[src/sv/pnea_pkg.sv]
// Shared types, constants and arithmetic helpers for the normal-equation accumulator.
package pnea_pkg;

	localparam int MAX_COLS = 4096;
	localparam int MAX_ROWS = 4096;

	localparam int QDEPTH = 4;
	localparam int QPTR_W = $clog2(QDEPTH);

	localparam int NSUMS = 44;
	localparam int NMAT = 36;
	localparam int SUM_AW = $clog2(NSUMS);

	localparam int ADDR_W = 5;

	localparam logic [2:0] REG_FOCAL_U  = 3'd0;
	localparam logic [2:0] REG_FOCAL_V  = 3'd1;
	localparam logic [2:0] REG_CENTER_U = 3'd2;
	localparam logic [2:0] REG_CENTER_V = 3'd3;
	localparam logic [2:0] REG_TAU_X    = 3'd4;
	localparam logic [2:0] REG_TAU_Y    = 3'd5;
	localparam logic [2:0] REG_TAU_Z    = 3'd6;

	typedef struct packed {
		logic        [23:0] focal_u;
		logic        [23:0] focal_v;
		logic        [23:0] center_u;
		logic        [23:0] center_v;
		logic signed [31:0] tau_x;
		logic signed [31:0] tau_y;
		logic signed [31:0] tau_z;
	} cfg_t;

	typedef struct packed {
		logic        [11:0] col;
		logic        [11:0] row;
		logic signed [15:0] grad_u;
		logic signed [15:0] grad_v;
		logic signed [15:0] residual;
		logic signed [15:0] light;
		logic               acc;
		logic               last;
	} item_t;

	typedef enum logic [4:0] {
		B_IDLE, B_XGO, B_XWT, B_YGO, B_YWT, B_MGU, B_MGV, B_MT1, B_MT2,
		B_WGO, B_WWT, B_ME3, B_ME4, B_ME5A, B_ME5B, B_ME5C, B_ACC, B_DRAIN,
		B_EMRD, B_EMWAIT, B_EMHOLD
	} bstate_t;

	function automatic logic signed [64:0] sx32(input logic signed [31:0] v);
		return {{33{v[31]}}, v};
	endfunction

	function automatic logic signed [64:0] sx64(input logic signed [63:0] v);
		return {v[63], v};
	endfunction

	function automatic logic signed [31:0] sat32(input logic signed [64:0] v);
		if (v > 65'sd2147483647)
			return 32'sh7fffffff;
		else if (v < -65'sd2147483648)
			return 32'sh80000000;
		else
			return v[31:0];
	endfunction

	function automatic logic signed [63:0] sat_add64(input logic signed [63:0] a,
		input logic signed [63:0] b);
		logic signed [64:0] s;
		s = sx64(a) + sx64(b);
		if (s[64] != s[63])
			return s[64] ? {1'b1, 63'b0} : {1'b0, {63{1'b1}}};
		else
			return s[63:0];
	endfunction

	function automatic logic signed [63:0] asr16(input logic signed [63:0] v);
		return v >>> 16;
	endfunction

	// start of row k in the packed lower triangle
	function automatic logic [SUM_AW-1:0] tri_base(input logic [2:0] k);
		logic [SUM_AW-1:0] b;
		case (k)
			3'd0: b = SUM_AW'(0);
			3'd1: b = SUM_AW'(1);
			3'd2: b = SUM_AW'(3);
			3'd3: b = SUM_AW'(6);
			3'd4: b = SUM_AW'(10);
			3'd5: b = SUM_AW'(15);
			3'd6: b = SUM_AW'(21);
			3'd7: b = SUM_AW'(28);
			default: b = '0;
		endcase
		return b;
	endfunction

	function automatic logic [2:0] tri_k(input logic [SUM_AW-1:0] j);
		logic [2:0] k;
		k = '0;
		for (int i = 1; i < 8; i++) begin
			if (j >= tri_base(3'(i)))
				k = 3'(i);
		end
		return k;
	endfunction

endpackage

[src/sv/pnea_front.sv]
// Input side: takes pixel requests, drops those that add nothing, queues the rest.
module pnea_front import pnea_pkg::*; (
	input  logic               clk,
	input  logic               arst_n,
	input  logic               in_valid,
	output logic               in_ready,
	input  logic        [11:0] pixel_col,
	input  logic        [11:0] pixel_row,
	input  logic signed [15:0] grad_u,
	input  logic signed [15:0] grad_v,
	input  logic signed [15:0] residual,
	input  logic signed [15:0] light_term,
	input  logic               pixel_valid,
	input  logic               last_pixel,
	output item_t              head,
	output logic               head_valid,
	input  logic               pop
);

	item_t              queue_mem [QDEPTH];
	logic [QPTR_W-1:0]  wp_q;
	logic [QPTR_W-1:0]  rp_q;
	logic [QPTR_W:0]    cnt_q;
	logic               take;
	logic               push;
	logic               in_range;
	item_t              item;

	assign in_ready = cnt_q < (QPTR_W+1)'(QDEPTH);
	assign take = in_valid && in_ready;
	assign in_range = (32'(pixel_col) < MAX_COLS) && (32'(pixel_row) < MAX_ROWS);

	always_comb begin
		item.col = pixel_col;
		item.row = pixel_row;
		item.grad_u = grad_u;
		item.grad_v = grad_v;
		item.residual = residual;
		item.light = light_term;
		item.acc = pixel_valid && in_range;
		item.last = last_pixel;
	end

	// a masked pixel that does not close the frame needs no back-end work
	assign push = take && (item.acc || item.last);

	always_ff @(posedge clk) begin
		if (push)
			queue_mem[wp_q] <= item;
	end

	always_ff @(posedge clk or negedge arst_n) begin
		if (!arst_n) begin
			wp_q <= '0;
			rp_q <= '0;
			cnt_q <= '0;
		end else begin
			if (push)
				wp_q <= wp_q + 1'b1;
			if (pop)
				rp_q <= rp_q + 1'b1;
			if (push && !pop)
				cnt_q <= cnt_q + 1'b1;
			else if (pop && !push)
				cnt_q <= cnt_q - 1'b1;
		end
	end

	assign head = queue_mem[rp_q];
	assign head_valid = cnt_q != '0;

endmodule

[config.mk]
export PLATFORM = sky130hd
export DESIGN_NAME = pnea_front
export DESIGN_NICKNAME = d
export VERILOG_FILES = /design/src/sv/pnea_pkg.sv /design/src/sv/pnea_front.sv
export SDC_FILE = /design/constraint.sdc
export NUM_CORES = 1
export LEC_CHECK = 0
export ABC_CLOCK_PERIOD_IN_PS = 3600
export BUFFER_PORTS_ARGS = -buffer_cell sky130_fd_sc_hd__buf_2
export CAP_MARGIN = 5
export CORE_ASPECT_RATIO = 1.75
export CORE_MARGIN = 3
export CORE_UTILIZATION = 45
export DETAILED_ROUTE_END_ITERATION = 12
export HOLD_SLACK_MARGIN = 0.12
export PLACE_DENSITY = 0.73
export SLEW_MARGIN = 20
export SYNTH_ARGS = -nofsm -noshare
export SYNTH_HDL_FRONTEND = slang
export SYNTH_SLANG_ARGS = --single-unit
[constraint.sdc]
create_clock -name clk -period 3.6 [get_ports clk]
set_clock_uncertainty 0.05 [all_clocks]
set_input_delay 0.36 -clock clk [delete_from_list [all_inputs] [get_ports clk]]
set_output_delay 0.36 -clock clk [all_outputs]
set_load 0.1 [all_outputs]
==> flow_summary.json <==
{
  "status": "finished, final reports clean",
  "critPathTopFamily": "buffers and inverters",
  "timing.critical_path.buf_inv": 2,
  "synthToLayoutAreaGrowth_pct": 25.3,
  "cp.depth": 3,
  "synth_cell_type_count": 17,
  "dpl.hpwl_um": 16200,
  "grt_pass1_vias": 7067,
  "slew_headroom": 0.551,
  "cpPeakStageDelay_ps": 870,
  "end_kind": "primary output",
  "rows": 83,
  "reg2reg_depth": 4,
  "synth_area_mm2": 0.0134,
  "wl_per_cell_um": 21.6,
  "crit_type": "reg2out",
  "htreeDepth": 2,
  "timing.final.crit_share": 0.862,
  "core_area_mm2": 0.0294,
  "chipWidth_um": 136,
  "dieArea_mm2": 0.0320,
  "grt.total_usage": 0.167,
  "clkLatencyLatePin_ps": 520,
  "vias_per_cell": 5.21,
  "cts-root-buf": "clkbuf_16",
  "tightest_slew_ps": 673,
  "ys_seq_elements": 367,
  "drive_gt1_frac": 0.410,
  "setup-tns-final_ps": 0,
  "max_freq_ghz": 0.322,
  "timing.rr.start": "cnt_q[2]",
  "required_ps": 3190,
  "overflow": 0,
  "firstDrtPassIters": 4,
  "syn-num-nets": 604,
  "synthCells": 504,
  "antenna_found_initial": 2,
  "cts_tree": "yes",
  "vias": 6341,
  "grt_max_degree": 65,
  "slew_viol_final": 0,
  "rsz0062_at_grt": "false",
  "post-route-min-period_ps": 3100,
  "dieHeight_um": 234,
  "cts_sinks": 367,
  "finalSetupViolCount": 0,
  "yosysSeqAreaShare": 0.820,
  "post_cts_resized": 0,
  "r2r-end": "queue_mem[0][19]",
  "clk_path_buf_depth": 3,
  "nNetsFinal": 910,
  "crit_chain": "buf_4 > mux4_2 > buf_2",
  "drt_iter0_markers": 345,
  "finalHoldViolations": 0,
  "io_buffers": 185,
  "worstSetupEndpoint": "head[62]",
  "r2r_slack_ps": 1380,
  "place.gp.congestion": 0.748,
  "cp-startpoint": "rp_q[1]",
  "worstHoldPathType": "in2async",
  "syn_avg_cell_area_um2": 26.6,
  "initial_core_util": 0.456,
  "cap_violations": 0,
  "drc": 0,
  "startpoint_type": "register",
  "wl_um": 26300,
  "slowest_stage": "dfrtp_4",
  "path_max_fanout": 42,
  "numCtsBuffers": 34,
  "grt_pass1_wl_um": 40100,
  "pin_count": 186,
  "clk_pin_slew_worst_paths_ps": 60,
  "ant_nets": 0,
  "cp.arrival_ps": 2690,
  "yosys_warnings": 0
}
registers in the layout, indices dropped and copies added (netlist names):
register / flops
cnt_q: 3
queue_mem: 360
rp_q: 2
wp_q: 2
Yosys cell counts (all sizes together):
master | count | area (um^2)
edfxtp | 360 | 10800
mux4 | 90 | 2030
buf | 20 | 159
dfrtp | 7 | 175
ha | 5 | 62.6
inv | 5 | 18.8
and2 | 4 | 25.0
xnor2 | 4 | 35.0
mux2 | 2 | 22.5
xor2 | 2 | 17.5
fa | 1 | 20.0
nand2 | 1 | 3.75
nor2 | 1 | 3.75
o211a | 1 | 10.0
or3 | 1 | 6.26
placed cells by master (no fill, tap or decap):
cell,Yosys,routed
diode_2,0,1
buf_2,10,185
or3_1,1,1
dfrtp_4,0,2
xor2_1,2,2
o211a_1,1,1
clkinv_2,0,5
and2_4,0,4
edfxtp_1,360,360
nand2_1,1,1
clkinvlp_4,0,2
clkbuf_1,0,8
clkinv_1,0,7
buf_12,0,4
buf_4,1,9
inv_1,5,5
bufinv_16,0,1
dlygate4sd3_1,0,92
xnor2_1,4,4
clkinv_8,0,3
clkbuf_16,0,35
ha_1,5,5
nor2_1,1,1
fa_1,1,1
dfrtp_1,7,5
mux2_2,2,2
mux4_2,90,90
how the worst min path moves through the flow:
stage	cells after the start	end	slack (ps)	from
after global placement	1	rp_q[0]	150	arst_n
final	2	rp_q[1]	140	arst_n
after CTS	2	rp_q[1]	120	arst_n
after global routing	2	cnt_q[2]	160	arst_n
after floorplan	0	cnt_q[0]	10	arst_n
after detailed placement	1	cnt_q[1]	150	arst_n
worst register-to-register path, delay by kind of cell (launching register included):
kind,cells,cell delay (ps)
flops,1,380
simple gates,1,540
compound gates,1,310
buf+inv,2,570
cell type report:
cell class | instances | area, um^2
Antenna cell | 1 | 2.50
Clock buffer | 43 | 906
Clock inverter | 18 | 145
Fill cell | 2136 | 12600
Inverter | 5 | 18.8
Multi-Input combinational cell | 112 | 2240
Sequential cell | 367 | 11000
Tap cell | 382 | 478
Timing Repair Buffer | 290 | 1990
metrics by stage:
stage / hold slack [ps] / setup slack [ps] / cells / utilization / instance area, um^2
after detailed placement: 153 / 998 / 1064 / 0.504 / 14800
final: 144 / 497 / 1218 / 0.571 / 16800
after global placement: 152 / 1050 / 1064 / 0.504 / 14800
after global routing: 156 / 387 / 1217 / 0.571 / 16800
after floorplan: 14.4 / 605 / 504 / - / 13400
after CTS: 121 / 423 / 1217 / 0.571 / 16800
kinds of logic (layout without fill, tap and decap cells):
family,count (synthesis),after routing,share of synthesized area
adders and majority gates,6,6,0.00616
xor gates and xnor gates,6,6,0.00392
buffers and inverters,25,356,0.0133
muxes,92,92,0.153
other,0,1,0
AOI/OAI and AO/OA,1,1,0.000747
and+or+nand+nor,7,7,0.00289
DFF,367,367,0.820
what timing repair did:
action | in CTS | in global routing
hold endpoints to repair | 369 | 0
setup buffers | 0 | 0
hold buffers | 92 | 0
metal layers:
layer / GRT usage / routed length, um / vias up
li1: - / - / 2788
met3: 0.0335 / 1230 / 85
met5: 0 / 13 / -
met4: 0.0880 / 1340 / 2
met1: 0.184 / 9140 / 3263
met2: 0.303 / 14600 / 203
Power is left out: the tool's default activity adds up to more than one toggle a clock period on the data nets, which glitch-free logic cannot reach.
